<file path="config.mk">
export PLATFORM = sky130hd
export DESIGN_NAME = maze_wall_bitmap_store_core
export DESIGN_NICKNAME = d
export VERILOG_FILES = /design/src/rtl/mwbs_pkg.sv /design/src/rtl/maze_wall_bitmap_store_core.sv /design/src/rtl/mwbs_ram.sv /design/src/rtl/mwbs_fifo.sv /design/src/rtl/mwbs_front.sv /design/src/rtl/mwbs_back.sv
export SDC_FILE = /design/constraint.sdc
export NUM_CORES = 1
export LEC_CHECK = 0
export BUFFER_PORTS_ARGS = -buffer_cell sky130_fd_sc_hd__buf_2
export CAP_MARGIN = 30
export CORE_ASPECT_RATIO = 1.25
export CORE_UTILIZATION = 35
export DETAILED_ROUTE_END_ITERATION = 12
export MAX_ROUTING_LAYER = met4
export SLEW_MARGIN = 20
export SYNTH_ARGS = -nofsm -noshare
export SYNTH_HDL_FRONTEND = slang
export SYNTH_HIERARCHICAL = 1
export SYNTH_SLANG_ARGS = --single-unit
</file>
<file path="constraint.sdc">
create_clock -name clk -period 44.9 [get_ports clk]
set_clock_uncertainty 0.2 [all_clocks]
set_input_delay 6.735 -clock clk [delete_from_list [all_inputs] [get_ports clk]]
set_output_delay 6.735 -clock clk [all_outputs]
set_load 0.1 [all_outputs]
</file>
<file path="src/rtl/mwbs_pkg.sv">
// ----------------------------------------------------------------------------
// mwbs_pkg
// Shared types and constants for the maze wall bitmap store.
// ----------------------------------------------------------------------------
package mwbs_pkg;

  // side of a cell named by a request
  typedef enum logic [1:0] {
    DIR_NORTH = 2'd0,
    DIR_EAST  = 2'd1,
    DIR_SOUTH = 2'd2,
    DIR_WEST  = 2'd3
  } dir_t;

  localparam logic MODE_READ  = 1'b0;
  localparam logic MODE_WRITE = 1'b1;

  // configuration register indexes
  localparam logic REG_WIDTH  = 1'b0;
  localparam logic REG_HEIGHT = 1'b1;

  localparam int        DIM_W     = 5;
  localparam logic [4:0] DIM_RESET = 5'd16;

  // queue depths
  localparam int CMD_DEPTH = 2;
  localparam int RES_DEPTH = 3;
  localparam int RES_CNT_W = $clog2(RES_DEPTH + 1);

  // classified request handed from the front to the back
  typedef struct packed {
    logic write;  // write request, no result
    logic vert;   // vertical wall store
    logic oob;    // on or beyond the border
    logic value;  // write data
  } cmd_ctl_t;

endpackage

</file>
<file path="src/rtl/maze_wall_bitmap_store_core.sv">
// ----------------------------------------------------------------------------
// maze_wall_bitmap_store_core
// Maze wall map: horizontal and vertical inner wall bits, read and written
// by cell and side, with border and outside walls reading as present.
// ----------------------------------------------------------------------------
// Requests are taken one per cycle while full is low, and a read result
// appears on the result side after passing the request queue, the RAM read
// register and the result queue; writes give no result. A front stage holds
// the dimensions and computes the wall index (one small multiply), a
// two-entry queue parts it from the back, which does one RAM access per cycle
// and keeps a three-entry result queue, so the block keeps its one-per-cycle
// rate while results drain. After reset full stays high while both stores
// are swept to zero; dimension writes are taken during that time.
module maze_wall_bitmap_store_core #(
  parameter int MAX_DIM = 16
) (
  input  logic       clk,
  input  logic       rst,
  input  logic       cfg_write,
  input  logic       cfg_index,
  input  logic [4:0] cfg_data,
  input  logic       push,
  output logic       full,
  input  logic       mode,
  input  logic [7:0] cell_x,
  input  logic [7:0] cell_y,
  input  logic [1:0] direction,
  input  logic       wall_value,
  output logic       empty,
  input  logic       pop,
  output logic       wall_present
);

  localparam int WALL_BITS = MAX_DIM * (MAX_DIM - 1);
  localparam int IDX_W     = $clog2(WALL_BITS);
  localparam int CMD_W     = $bits(mwbs_pkg::cmd_ctl_t) + IDX_W;
  localparam int CMD_CNT_W = $clog2(mwbs_pkg::CMD_DEPTH + 1);

  mwbs_pkg::cmd_ctl_t in_ctl;
  mwbs_pkg::cmd_ctl_t out_ctl;
  logic [IDX_W-1:0]   in_idx;
  logic [IDX_W-1:0]   out_idx;
  logic [CMD_W-1:0]   cmd_rd;
  logic               cmd_push;
  logic               cmd_full;
  logic               cmd_empty;
  logic               cmd_pop;
  logic [CMD_CNT_W-1:0] cmd_count;
  logic               clearing;
  logic               blocked;

  assign blocked = cmd_full || clearing;

  mwbs_front #(.MAX_DIM(MAX_DIM)) u_front (
    .clk        (clk),
    .rst        (rst),
    .cfg_write  (cfg_write),
    .cfg_index  (cfg_index),
    .cfg_data   (cfg_data),
    .push       (push),
    .full       (full),
    .mode       (mode),
    .cell_x     (cell_x),
    .cell_y     (cell_y),
    .direction  (direction),
    .wall_value (wall_value),
    .blocked    (blocked),
    .cmd_push   (cmd_push),
    .cmd_ctl    (in_ctl),
    .cmd_idx    (in_idx)
  );

  mwbs_fifo #(.WIDTH(CMD_W), .DEPTH(mwbs_pkg::CMD_DEPTH)) u_cmd_fifo (
    .clk     (clk),
    .rst     (rst),
    .wr_en   (cmd_push),
    .wr_data ({in_ctl, in_idx}),
    .full    (cmd_full),
    .rd_en   (cmd_pop),
    .rd_data (cmd_rd),
    .empty   (cmd_empty),
    .count   (cmd_count)
  );

  assign {out_ctl, out_idx} = cmd_rd;

  mwbs_back #(.MAX_DIM(MAX_DIM)) u_back (
    .clk          (clk),
    .rst          (rst),
    .cmd_empty    (cmd_empty),
    .cmd_ctl      (out_ctl),
    .cmd_idx      (out_idx),
    .cmd_pop      (cmd_pop),
    .clearing     (clearing),
    .pop          (pop),
    .empty        (empty),
    .wall_present (wall_present)
  );

`ifndef SYNTHESIS
  a_full_cmd: assert property (@(posedge clk) disable iff (rst)
    (cmd_count == CMD_CNT_W'(mwbs_pkg::CMD_DEPTH)) |-> full)
    else $error("request queue full but input open");

  a_full_clear: assert property (@(posedge clk) disable iff (rst)
    clearing |-> full)
    else $error("input open during clearing pass");

  a_push_gate: assert property (@(posedge clk) disable iff (rst)
    cmd_push |-> (push && !full))
    else $error("request queued without an accepted push");
`endif

endmodule

</file>
<file path="src/rtl/mwbs_ram.sv">
// ----------------------------------------------------------------------------
// mwbs_ram
// Single-port RAM, one write or read per cycle, registered read data.
// ----------------------------------------------------------------------------
module mwbs_ram #(
  parameter  int WIDTH  = 1,
  parameter  int DEPTH  = 240,
  localparam int ADDR_W = $clog2(DEPTH)
) (
  input  logic              clk,
  input  logic              we,
  input  logic [ADDR_W-1:0] addr,
  input  logic [WIDTH-1:0]  wdata,
  output logic [WIDTH-1:0]  rdata
);

  logic [WIDTH-1:0] mem [DEPTH];

  always_ff @(posedge clk) begin
    if (we) begin
      mem[addr] <= wdata;
    end
    rdata <= mem[addr];
  end

endmodule

</file>
<file path="src/rtl/mwbs_fifo.sv">
// ----------------------------------------------------------------------------
// mwbs_fifo
// Small register queue with full, empty and fill count.
// ----------------------------------------------------------------------------
module mwbs_fifo #(
  parameter  int WIDTH = 8,
  parameter  int DEPTH = 2,
  localparam int PTR_W = $clog2(DEPTH),
  localparam int CNT_W = $clog2(DEPTH + 1)
) (
  input  logic             clk,
  input  logic             rst,
  input  logic             wr_en,
  input  logic [WIDTH-1:0] wr_data,
  output logic             full,
  input  logic             rd_en,
  output logic [WIDTH-1:0] rd_data,
  output logic             empty,
  output logic [CNT_W-1:0] count
);

  logic [WIDTH-1:0] mem [DEPTH];
  logic [PTR_W-1:0] wr_ptr;
  logic [PTR_W-1:0] rd_ptr;
  logic             wr_fire;
  logic             rd_fire;

  assign full    = (count == CNT_W'(DEPTH));
  assign empty   = (count == '0);
  assign wr_fire = wr_en && !full;
  assign rd_fire = rd_en && !empty;
  assign rd_data = mem[rd_ptr];

  always_ff @(posedge clk) begin
    if (rst) begin
      wr_ptr <= '0;
      rd_ptr <= '0;
      count  <= '0;
    end else begin
      if (wr_fire) begin
        wr_ptr <= (wr_ptr == PTR_W'(DEPTH - 1)) ? '0 : wr_ptr + 1'b1;
      end
      if (rd_fire) begin
        rd_ptr <= (rd_ptr == PTR_W'(DEPTH - 1)) ? '0 : rd_ptr + 1'b1;
      end
      if (wr_fire && !rd_fire) begin
        count <= count + 1'b1;
      end else if (rd_fire && !wr_fire) begin
        count <= count - 1'b1;
      end
    end
  end

  always_ff @(posedge clk) begin
    if (wr_fire) begin
      mem[wr_ptr] <= wr_data;
    end
  end

`ifndef SYNTHESIS
  a_count_bound: assert property (@(posedge clk) disable iff (rst)
    count <= CNT_W'(DEPTH))
    else $error("fifo count above depth");
`endif

endmodule

</file>
<file path="src/rtl/mwbs_front.sv">
// ----------------------------------------------------------------------------
// mwbs_front
// Holds the maze dimensions, takes requests and classifies them: picks the
// wall store, computes the bit index and flags border or outside walls.
// ----------------------------------------------------------------------------
module mwbs_front #(
  parameter  int MAX_DIM   = 16,
  localparam int WALL_BITS = MAX_DIM * (MAX_DIM - 1),
  localparam int IDX_W     = $clog2(WALL_BITS)
) (
  input  logic                 clk,
  input  logic                 rst,
  input  logic                 cfg_write,
  input  logic                 cfg_index,
  input  logic [4:0]           cfg_data,
  input  logic                 push,
  output logic                 full,
  input  logic                 mode,
  input  logic [7:0]           cell_x,
  input  logic [7:0]           cell_y,
  input  logic [1:0]           direction,
  input  logic                 wall_value,
  input  logic                 blocked,
  output logic                 cmd_push,
  output mwbs_pkg::cmd_ctl_t   cmd_ctl,
  output logic [IDX_W-1:0]     cmd_idx
);

  localparam int         SUM_W   = (IDX_W > 11) ? IDX_W : 11;
  localparam logic [4:0] DIM_CAP = 5'((MAX_DIM > 31) ? 31 : MAX_DIM);

  logic [4:0]       maze_width;
  logic [4:0]       maze_height;
  logic [4:0]       w_eff;
  logic [4:0]       h_eff;
  logic [8:0]       x_adj;
  logic [8:0]       y_adj;
  logic [8:0]       major;
  logic [8:0]       minor;
  logic [4:0]       major_lim;
  logic [4:0]       minor_lim;
  logic [4:0]       minor_m1;
  logic [9:0]       prod;
  logic [SUM_W-1:0] slot;
  logic             vert;

  always_ff @(posedge clk) begin
    if (rst) begin
      maze_width  <= mwbs_pkg::DIM_RESET;
      maze_height <= mwbs_pkg::DIM_RESET;
    end else if (cfg_write) begin
      if (cfg_index == mwbs_pkg::REG_WIDTH) begin
        maze_width <= cfg_data;
      end else begin
        maze_height <= cfg_data;
      end
    end
  end

  assign w_eff = (maze_width  > DIM_CAP) ? DIM_CAP : maze_width;
  assign h_eff = (maze_height > DIM_CAP) ? DIM_CAP : maze_height;

  // one extra bit so a step east or north never wraps
  assign x_adj = {1'b0, cell_x}
               + 9'(mwbs_pkg::dir_t'(direction) == mwbs_pkg::DIR_EAST);
  assign y_adj = {1'b0, cell_y}
               + 9'(mwbs_pkg::dir_t'(direction) == mwbs_pkg::DIR_NORTH);

  always_comb begin
    unique case (mwbs_pkg::dir_t'(direction))
      mwbs_pkg::DIR_NORTH, mwbs_pkg::DIR_SOUTH: begin
        vert      = 1'b0;
        major     = x_adj;
        major_lim = w_eff;
        minor     = y_adj;
        minor_lim = h_eff;
      end
      default: begin
        vert      = 1'b1;
        major     = y_adj;
        major_lim = h_eff;
        minor     = x_adj;
        minor_lim = w_eff;
      end
    endcase
  end

  // minor_m1 wraps for a zero size, but that case is flagged out of bounds
  assign minor_m1 = minor_lim - 1'b1;
  assign prod     = major[4:0] * minor_m1;
  assign slot     = SUM_W'(prod) + SUM_W'(minor[4:0]) - 1'b1;

  assign full     = blocked;
  assign cmd_push = push && !blocked;

  always_comb begin
    cmd_ctl.write = (mode == mwbs_pkg::MODE_WRITE);
    cmd_ctl.vert  = vert;
    cmd_ctl.value = wall_value;
    cmd_ctl.oob   = (minor == '0)
                 || (minor >= {4'b0, minor_lim})
                 || (major >= {4'b0, major_lim})
                 || (slot >= SUM_W'(WALL_BITS));
    cmd_idx       = slot[IDX_W-1:0];
  end

endmodule

</file>
<file path="src/rtl/mwbs_back.sv">
// ----------------------------------------------------------------------------
// mwbs_back
// Carries out classified requests against the two wall stores and queues
// read results. Sweeps both stores to zero after reset.
// ----------------------------------------------------------------------------
module mwbs_back #(
  parameter  int MAX_DIM   = 16,
  localparam int WALL_BITS = MAX_DIM * (MAX_DIM - 1),
  localparam int IDX_W     = $clog2(WALL_BITS)
) (
  input  logic               clk,
  input  logic               rst,
  input  logic               cmd_empty,
  input  mwbs_pkg::cmd_ctl_t cmd_ctl,
  input  logic [IDX_W-1:0]   cmd_idx,
  output logic               cmd_pop,
  output logic               clearing,
  input  logic               pop,
  output logic               empty,
  output logic               wall_present
);

  localparam int CW = mwbs_pkg::RES_CNT_W;

  logic [IDX_W-1:0] clr_addr;
  logic             inflight;
  logic             inf_oob;
  logic             inf_vert;
  logic             read_ok;
  logic             h_we;
  logic             v_we;
  logic [IDX_W-1:0] ram_addr;
  logic             ram_wdata;
  logic             h_rdata;
  logic             v_rdata;
  logic             res_data;
  logic             res_full;
  logic [CW-1:0]    res_count;

  // keep room in the result queue for the read in flight
  assign read_ok = ((CW+1)'(res_count) + (CW+1)'(inflight))
                   < (CW+1)'(mwbs_pkg::RES_DEPTH);
  assign cmd_pop = !cmd_empty && !clearing && (cmd_ctl.write || read_ok);

  assign ram_addr  = clearing ? clr_addr : cmd_idx;
  assign ram_wdata = clearing ? 1'b0 : cmd_ctl.value;
  assign h_we = clearing || (cmd_pop && cmd_ctl.write && !cmd_ctl.oob && !cmd_ctl.vert);
  assign v_we = clearing || (cmd_pop && cmd_ctl.write && !cmd_ctl.oob &&  cmd_ctl.vert);

  always_ff @(posedge clk) begin
    if (rst) begin
      clearing <= 1'b1;
      clr_addr <= '0;
      inflight <= 1'b0;
    end else begin
      if (clearing) begin
        clr_addr <= clr_addr + 1'b1;
        if (clr_addr == IDX_W'(WALL_BITS - 1)) begin
          clearing <= 1'b0;
        end
      end
      inflight <= cmd_pop && !cmd_ctl.write;
    end
  end

  always_ff @(posedge clk) begin
    inf_oob  <= cmd_ctl.oob;
    inf_vert <= cmd_ctl.vert;
  end

  mwbs_ram #(.WIDTH(1), .DEPTH(WALL_BITS)) u_h_ram (
    .clk   (clk),
    .we    (h_we),
    .addr  (ram_addr),
    .wdata (ram_wdata),
    .rdata (h_rdata)
  );

  mwbs_ram #(.WIDTH(1), .DEPTH(WALL_BITS)) u_v_ram (
    .clk   (clk),
    .we    (v_we),
    .addr  (ram_addr),
    .wdata (ram_wdata),
    .rdata (v_rdata)
  );

  assign res_data = inf_oob ? 1'b1 : (inf_vert ? v_rdata : h_rdata);

  mwbs_fifo #(.WIDTH(1), .DEPTH(mwbs_pkg::RES_DEPTH)) u_res_fifo (
    .clk     (clk),
    .rst     (rst),
    .wr_en   (inflight),
    .wr_data (res_data),
    .full    (res_full),
    .rd_en   (pop),
    .rd_data (wall_present),
    .empty   (empty),
    .count   (res_count)
  );

`ifndef SYNTHESIS
  a_res_room: assert property (@(posedge clk) disable iff (rst)
    inflight |-> !res_full)
    else $error("read result with no room in result queue");

  a_no_pop_clear: assert property (@(posedge clk) disable iff (rst)
    clearing |-> !cmd_pop)
    else $error("request taken during clearing pass");

  a_inflight_src: assert property (@(posedge clk) disable iff (rst)
    inflight |-> $past(cmd_pop && !cmd_ctl.write))
    else $error("read in flight without a read request");
`endif

endmodule

</file>
## Yosys cells after proc, flatten, opt, wreduce, memory -nomap -nowiden

Memories as Yosys holds them, arrays and structs flattened. A register that Yosys moved wholly into a read port is not among the register bits.
Cells that the tools add are included.

- Register bits after elaboration: 32
- Latch bits: 0
- RAM bits: 507
- Memory bits (read-only): 0
- Output and inout bits: 3
- Logic and storage cells: 125
- Memories kept: 4

- $add $sub $neg: 15
- Multiply operators: 1
- Divide/modulo/power cells: 0
- Order comparisons: 6
- Equal/unequal tests: 7
- Shift operators: 0
- Mux-type cells: 33
- Bitwise gates (word level): 1
- Reductions and logical operators: 45

Memories:

| memory | words | bits a word | rd ports | clocked after memory_dff | write ports | RTL line | RTL |
|---|---|---|---|---|---|---|---|
| u_back.u_h_ram.mem | 240 | 1 | 1 | 1 | 1 | mwbs_ram.sv:17 | `logic [WIDTH-1:0] mem [DEPTH];` |
| u_back.u_v_ram.mem | 240 | 1 | 1 | 1 | 1 | mwbs_ram.sv:17 |  |
| u_cmd_fifo.mem | 2 | 12 | 1 | 1 | 1 | mwbs_fifo.sv:22 | `logic [WIDTH-1:0] mem [DEPTH];` |
| u_back.u_res_fifo.mem | 3 | 1 | 1 | 1 | 1 | mwbs_fifo.sv:22 |  |

Operators by type and width:

| kind | number |
|---|---|
| $mux 5 | 4 |
| $add 8x1->9 | 2 |
| $ge 9x5->1 | 2 |
| $mux 1 | 18 |
| $mux 9 | 2 |
| $logic_and 1x1->1 | 16 |
| $mux 2 | 8 |
| $logic_not 1->1 | 13 |
| $add 10x5->11 | 1 |
| $ge 11x8->1 const B | 1 |
| $sub 11x1->11 const B | 1 |
| $eq 2x2->1 const B | 5 |
| $gt 5x5->1 const B | 2 |
| $mul 5x5->10 | 1 |
| $logic_not 9->1 | 1 |
| $add 2x1->2 const B | 4 |
| $add 8x1->8 const B | 1 |
| $eq 8x8->1 const B | 1 |
| $mux 8 | 1 |
| $logic_or 1x1->1 | 7 |
| $logic_not 2->1 | 3 |
| $sub 5x1->5 const B | 1 |
| $reduce_and 2->1 | 2 |
| $reduce_bool 2->1 | 2 |
| 7 further kinds | 9 |

## Depth between registers and ports, before layout

Gate-level depths: netlist of run 1.

- Depth in word-level cells: 10
- Gate-level depth with buffers: 27
- Gate-level depth less buffers: 24

## By module

Netlist of run 1, hierarchy kept.

By module, submodules not included:

| module | times used | cells an instance | area an instance (um^2) |
|---|---|---|---|
| mwbs_ram | 2 | 747 | 10548.9 |
| mwbs_front | 1 | 294 | 2331.0 |
| mwbs_fifo (u_cmd_fifo) | 1 | 62 | 1078.5 |
| mwbs_back | 1 | 66 | 644.4 |
| mwbs_fifo (u_back.u_res_fifo) | 1 | 40 | 444.2 |
| maze_wall_bitmap_store_core | 1 | 1 | 6.3 |

## Worst setup path after synthesis of run 1

Ideal clock, no wire load.

- Path kind: register to register
- Start: register (tool-made name)
- End: memory u_back.u_h_ram.mem[0], data pin
- Setup time: 2.566 ns
- Data arrival time: 12.418 ns
- Required time: 42.134 ns
- Path slack: 29.716 ns
- Stages on the path, launching flop included: 4
- Path buffers: 1
- Cells stage by stage: dfxtp_1 > buf_2 > mux2_2 > nor2b_1

RTL lines:

| item | RTL line |
|---|---|
| to (decl) | mwbs_ram.sv:17 |

==> summary.txt, run 1 <==
Power
  – Overall power: 1131 uW
  – P_sw: 278.7 uW
  – LEAKAGE: 0.007757 uW
  – Int Pwr: 851.9 uW
  – Sw Share: 24.65%
  – Maximum VDD drop: roughly 0.031 mV
  – Sequential cell fraction of total power: between 40% and 50%
  – Combinational share of power: 13.2%
  – Clk network pwr share: 37.3%
  – Power per cell area: 39.97 mW/mm^2

Detailed routing
  – Total Wirelength: 59920 um
  – Antenna viol nets, final: 0
  – Vias/cell: 5.395
  – Initial DRT Pass Iterations: 8
  – Starting DRT DRC Count: 1403
  – Via count: 15775
  – WL/cell: 20.49 um
  – DRC viols: 0

Setup path
  – CP max stage delay: about 0.52 ns
  – Startpoint Class: primary input
  – CP Capture Type: flop
  – Slowest-stage cell, CP: fa_1
  – CP max FO: 30
  – Worst reg2reg setup slack: 39.10 ns
  – Critical Path AT: 12.34 ns
  – Crit Path Category: primary input to flop
  – CP required: 45.02 ns

Clock tree
  – CTS tree: done
  – Hold Buf Count CTS: 0
  – CTS Buffer Depth: 3
  – Cts bufs inserted: 52
  – CTS Sinks: 544
  – Post-cts sizing count: 0
  – Htree depth: 2
  – Post-CTS Setup Repair Bufs: 0
  – Clock latency on the worst-skew pair: 0.63 ns
  – Worst-path clk slew: about 0.06 ns
  – CTS root buffer: clkbuf_16

Cells and area
  – Area of the multi-input gates: 0.008866 sq mm
  – Post-route cell area: 0.02829 sq mm
  – ANT cells: 0
  – Core Util, Final: 39.23%
  – Layout area overhead: 10.53%
  – Fill cell count: roughly 6800
  – FF+latch area: 0.01597 sq mm
  – Fin nets: 2023
  – Fraction of layout cells with a size suffix above 1: approximately 14%

Placement
  – Pre-CTS WS: 32.08 ns
  – Post-DP HPWL: 34620 um
  – RePlAce Congestion: 0.8127
  – Port bufs: 33
  – DP Area: 0.02657 sq mm

Synth
  – Cell count after synthesis: 1956
  – Yosys warning total: 6
  – Mapped Nets: between 2000 and 2500
  – Area of the mapped netlist: 0.02559 sq mm
  – Synth Area per Inst: 13.09 sq um

Timing
  – Final hold vios: 0
  – Fin. max-slew vios: 0
  – RSZ-0062 raised after global routing: no
  – Max-Slew Margin vs Limit: roughly 18%
  – Setup TNS: 0 ns
  – Final setup fails: 0
  – Final worst setup slack: 32.68 ns
  – Period utilisation layout: 27.23%
  – Slew @ Worst Pin: 1.229 ns
  – Minimum clock period: roughly 12 ns
  – Fmax: 0.08181 GHz

GRT
  – Total gr overflow: 0
  – Overall Global Routing Usage: between 10% and 20%
  – First-pass GRT wire length: 91810 um
  – Initial antenna violation count: 0
  – Number of global-route vias before repair: 15837
  – Pin count of the biggest net entering global routing: 279

Floorplan
  – Die Area: 0.07422 sq mm
  – Site row count: 110
  – Height of the chip: roughly 300 um
  – Die X: 243.9 um
  – Top Ports: 34
  – Starting density of the core: 35.49%
  – Core Area: between 0.07 and 0.08 sq mm

Worst hold path
  – Hold/Removal Path Class: flop to flop

Run
  – Max-Cap Viols: 0

Run status
  – Status: completed
## path summary, 6_finish.rpt
kind	startpoint	to	depth (start not counted)
worst max-delay path	direction[0]	u_cmd_fifo/mem[1][9]	25
worst min-delay path	u_front/maze_height[0]	u_front/maze_height[0]	2
worst max register to register	u_front/maze_height[4]	u_cmd_fifo/mem[1][9]	22
worst min register to register	u_front/maze_height[0]	u_front/maze_height[0]	2
## cells in the final DEF, fill, tap and decap left out, types with 8 or more instances in the layout
cell	count
mux2i_1	50
clkbuf_1	9
buf_4	11
mux2_2	23
nand3_1	29
or3_1	10
clkbuf_16	52
dfxtp_1	37
a21oi_1	27
fa_1	15
a2111oi_0	10
nor2_1	534
buf_2	33
ha_1	46
clkinv_2	14
inv_1	57
o21ai_0	12
and2_1	9
xor2_1	13
o22ai_1	8
mux4_2	108
nor2b_1	29
clkinv_1	12
nor3b_1	9
edfxtp_1	507
a31oi_1	16
and3_1	10
nand2b_1	18
nor3_1	12
xnor2_1	11
nand2_1	110
## cell type report
cell class                 instances  area share [%]
tap                              952           4.210
multi-input combinational       1221           31.34
clock buffer                      63           4.816
inverter                          59          0.7828
sequential                       544           56.43
clock inverter                    32          0.8845
timing repair buffer              53           1.535
## power by group through the flow
stage	Sequential (uW)	Combinational [uW]	Clock, uW
3_3_place_gp	570	148	0
4_1_cts	559	151	432
6_report	559	150	422
3_5_place_dp	570	149	0
2_1_floorplan	569	116	0
5_1_grt	559	172	449
## layer usage
layer	wire [um]	track usage, %
met5	0	-
met4	2022	5.945
met3	2977	2.178
met2	31300	28.98
met1	23620	19.28
## state kept, by name (all words and copies together), names as in the netlist, 2 cells and up, named ones only
register,flops
u_back/clr_addr,8
u_back/u_h_ram/mem,240
u_back/u_res_fifo/count,2
u_back/u_res_fifo/mem,3
u_back/u_res_fifo/rd_ptr,2
u_back/u_res_fifo/wr_ptr,2
u_back/u_v_ram/mem,240
u_cmd_fifo/count,2
u_cmd_fifo/mem,24
u_front/maze_height,5
u_front/maze_width,5
## worst max-delay path: cells and delay by family
| family | cells | cell delay, ns |
|---|---|---|
| buffers and inverters | 5 | 0.64 |
| AO/OA/AOI/OAI | 3 | 0.54 |
| AND/OR/NAND/NOR | 8 | 1.33 |
| adder cells (fa/ha/maj) | 7 | 2.84 |
| XOR/XNOR | 2 | 0.23 |
## stage by stage
step / std cells / hold slack (ns)
2_1_floorplan: 1956 / 0.2364
3_3_place_gp: 2821 / 0.2627
3_5_place_dp: 2824 / 0.2619
4_1_cts: 2919 / 0.2784
5_1_grt: 2924 / 0.3075
6_report: 2924 / 0.2809
(Power assumes the default switching activity.)
==> run 2, diff against run 1 <==
- clock period: 44.9 -> 12.3 ns (I/O delays scaled with it)
==> run 2 against run 1 <==
  * First-iteration DRC count is 5.3% lower
  * Sequential share of layout area is 0.37 points lower
  * Worst hold slack worse by 0.0057 ns
  * Sequential cell count stayed put
  * Non-clock buffer count is 1 lower
  * Register-to-register slack worse by 33 ns
  * Combinational power grew to 3.7 times the previous value
  * Count of clock-buffer cells in the layout stayed put
  * Sequential power grew to 3.6 times the previous value
  * Critical endpoint unchanged
  * Highest routed layer unchanged
==> summary.txt, run 2 (synthesized netlist as in run 1, its figures left out) <==
Run status
  – Status: completed

Clock tree
  – Worst-path clk slew: 0.06 ns
  – Clock latency on the worst-skew pair: 0.64 ns
  – Hold Buf Count CTS: 0
  – CTS Sinks: 544
  – CTS root buffer: clkbuf_16
  – Htree depth: 2
  – Post-cts sizing count: 0
  – CTS tree: done
  – Cts bufs inserted: 56
  – Post-CTS Setup Repair Bufs: 0
  – CTS Buffer Depth: 3

Floorplan
  – Die Area: roughly 0.074 sq mm
  – Die X: 243.9 um
  – Site row count: 110
  – Height of the chip: just over 300 um
  – Starting density of the core: 35.49%
  – Core Area: 0.07212 sq mm
  – Top Ports: 34

Cells and area
  – Post-route cell area: 0.02848 sq mm
  – FF+latch area: 0.01597 sq mm
  – Area of the multi-input gates: 0.008866 sq mm
  – Fraction of layout cells with a size suffix above 1: 14.81%
  – Fin nets: 2026
  – Fill cell count: 6774
  – Biggest regs: u_back/u_h_ram/mem: 240 flops, u_back/u_v_ram/mem: 240 flops, u_cmd_fifo/mem: 24 flops
  – Layout area overhead: 11.27%
  – Most frequent cells in the layout: 534 x nor2_1, 507 x edfxtp_1, 110 x nand2_1
  – ANT cells: 0
  – Commonest non-fill, non-tap cell in the layout: nor2_1

Setup path
  – Critical Path AT: 7.48 ns
  – Reg-to-reg startpoint: u_front/maze_height[4]
  – Crit Path Category: primary input to flop
  – Crit path launch: direction[0]
  – CP required: 12.43 ns
  – CP Capture Type: flop
  – Depth of the worst register-to-register path: 22
  – Startpoint Class: primary input
  – Family with the most delay on the worst path: adder cells
  – CP Buf/Inv Count: 5
  – CP max stage delay: 0.54 ns
  – Worst-path cell chain: buf_2 -> nor2b_1 -> ha_1 -> ha_1 -> nand3_1 -> xnor2_1 -> o21ai_0 -> nor2_1 -> fa_1 -> inv_1 -> fa_1 -> inv_1 -> fa_1 -> inv_1 -> fa_1 -> inv_1 -> ha_1 -> and2_1 -> o21ai_0 -> a31o_2 -> nor2b_1 -> xnor2_1 -> nor4_2 -> nand4_1
  – Worst reg2reg setup slack: 6.50 ns
  – Slowest-stage cell, CP: fa_1
  – Reg2reg end: u_cmd_fifo/mem[1][9]
  – CP max FO: 30

GRT
  – Initial antenna violation count: 0
  – First-pass GRT wire length: about 93000 um
  – Number of global-route vias before repair: around 16000
  – Overall Global Routing Usage: 16.73%
  – Total gr overflow: 0
  – Pin count of the biggest net entering global routing: between 100 and 150

Power
  – Sequential cell fraction of total power: 47.9%
  – Power per cell area: 149.8 mW/mm^2
  – Overall power: 4266 uW
  – Maximum VDD drop: around 0.11 mV
  – Combinational share of power: 12.9%
  – Int Pwr: 3200 uW
  – LEAKAGE: 0.007829 uW
  – P_sw: roughly 1100 uW
  – Clk network pwr share: between 30 and 40%
  – Sw Share: 24.99%

Timing
  – Min Hold Slack: 0.2752 ns
  – RSZ-0062 raised after global routing: no
  – Minimum clock period: 7.348 ns
  – Final hold vios: 0
  – Max-Slew Margin vs Limit: 31.29%
  – Period utilisation layout: about three fifths
  – Slew @ Worst Pin: 1.028 ns
  – Fin. max-slew vios: 0
  – Final setup fails: 0
  – Fmax: 0.1361 GHz
  – Setup TNS: 0 ns

Detailed routing
  – Initial DRT Pass Iterations: 5
  – Starting DRT DRC Count: 1329
  – DRC viols: 0
  – Vias/cell: around 5.4
  – Total Wirelength: 60350 um
  – Antenna viol nets, final: 0
  – Via count: around 16000
  – WL/cell: 20.59 um

Placement
  – DP Area: 0.02654 sq mm
  – Port bufs: 33
  – Post-DP HPWL: about 35000 um
  – RePlAce Congestion: 0.8244

Worst hold path
  – Worst hold start: u_front/maze_height[0]
  – WHS Endpoint: u_front/maze_height[0]
  – Hold/Removal Path Class: flop to flop
  – Worst hold stages: 2

Run
  – Max-Cap Viols: 0
## run 2: cell types whose count changed in the layout (fill, tap and decap cells not counted), moves of 2 or more
| cell | change |
|---|---|
| clkbuf_1 | -2 |
| clkbuf_8 | -2 |
| clkinv_16 | +2 |
| bufinv_16 | +2 |
| clkinvlp_4 | +3 |
| clkbuf_16 | +4 |
## run 2: how the worst max path moves through the flow
| stage | end | cells past startpoint | slack [ns] |
|---|---|---|---|
| 2_1_floorplan | u_back/u_h_ram/mem[0] | 3 | 3.07 |
| 3_3_place_gp | u_cmd_fifo/mem[0][9] | 24 | 4.50 |
| 3_5_place_dp | u_cmd_fifo/mem[0][9] | 24 | 4.35 |
| 4_1_cts | u_cmd_fifo/mem[1][9] | 24 | 4.97 |
| 5_1_grt | u_cmd_fifo/mem[1][9] | 24 | 4.48 |
| 6_report | u_cmd_fifo/mem[1][9] | 24 | 4.95 |
## run 2: tightest hold or removal path, delay by kind of cell, from the launching register on
family	cells	cell delay [ns]
and+or+nand+nor	1	0.06
AOI/OAI and AO/OA	1	0.06
DFF	1	0.31
## run 2: per-layer routing
layer / part of all wire, % / track usage, %
met4: 2.5 / 5.262
met5: 0 / -
met1: 41 / 20.49
met2: 52 / 28.73
met3: 4.6 / 2.011
## run 2: final cells by class
type	instances	share of cell area [%]
sequential	544	56.06
multi-input combinational	1221	31.13
clock buffer	63	5.013
tap	952	4.182
timing repair buffer	52	1.498
clock inverter	40	1.340
inverter	59	0.7776
## run 2: power groups by stage
stage                     Sequential [uW]  Clock, uW  Combinational [uW]
final                                2040       1670                 551
after global routing                 2040       1770                 622
after floorplan                      2080          0                 424
after global placement               2080          0                 539
after detailed placement             2080          0                 553
after CTS                            2040       1710                 557
## run 2: per-stage QoR
stage	util, %	setup slack, ns	cells
floorplan	-	3.068	1956
global placement	36.73	4.496	2820
detailed placement	36.80	4.352	2823
CTS	39.30	4.974	2926
global route	39.49	4.480	2931
finish	39.49	4.953	2931
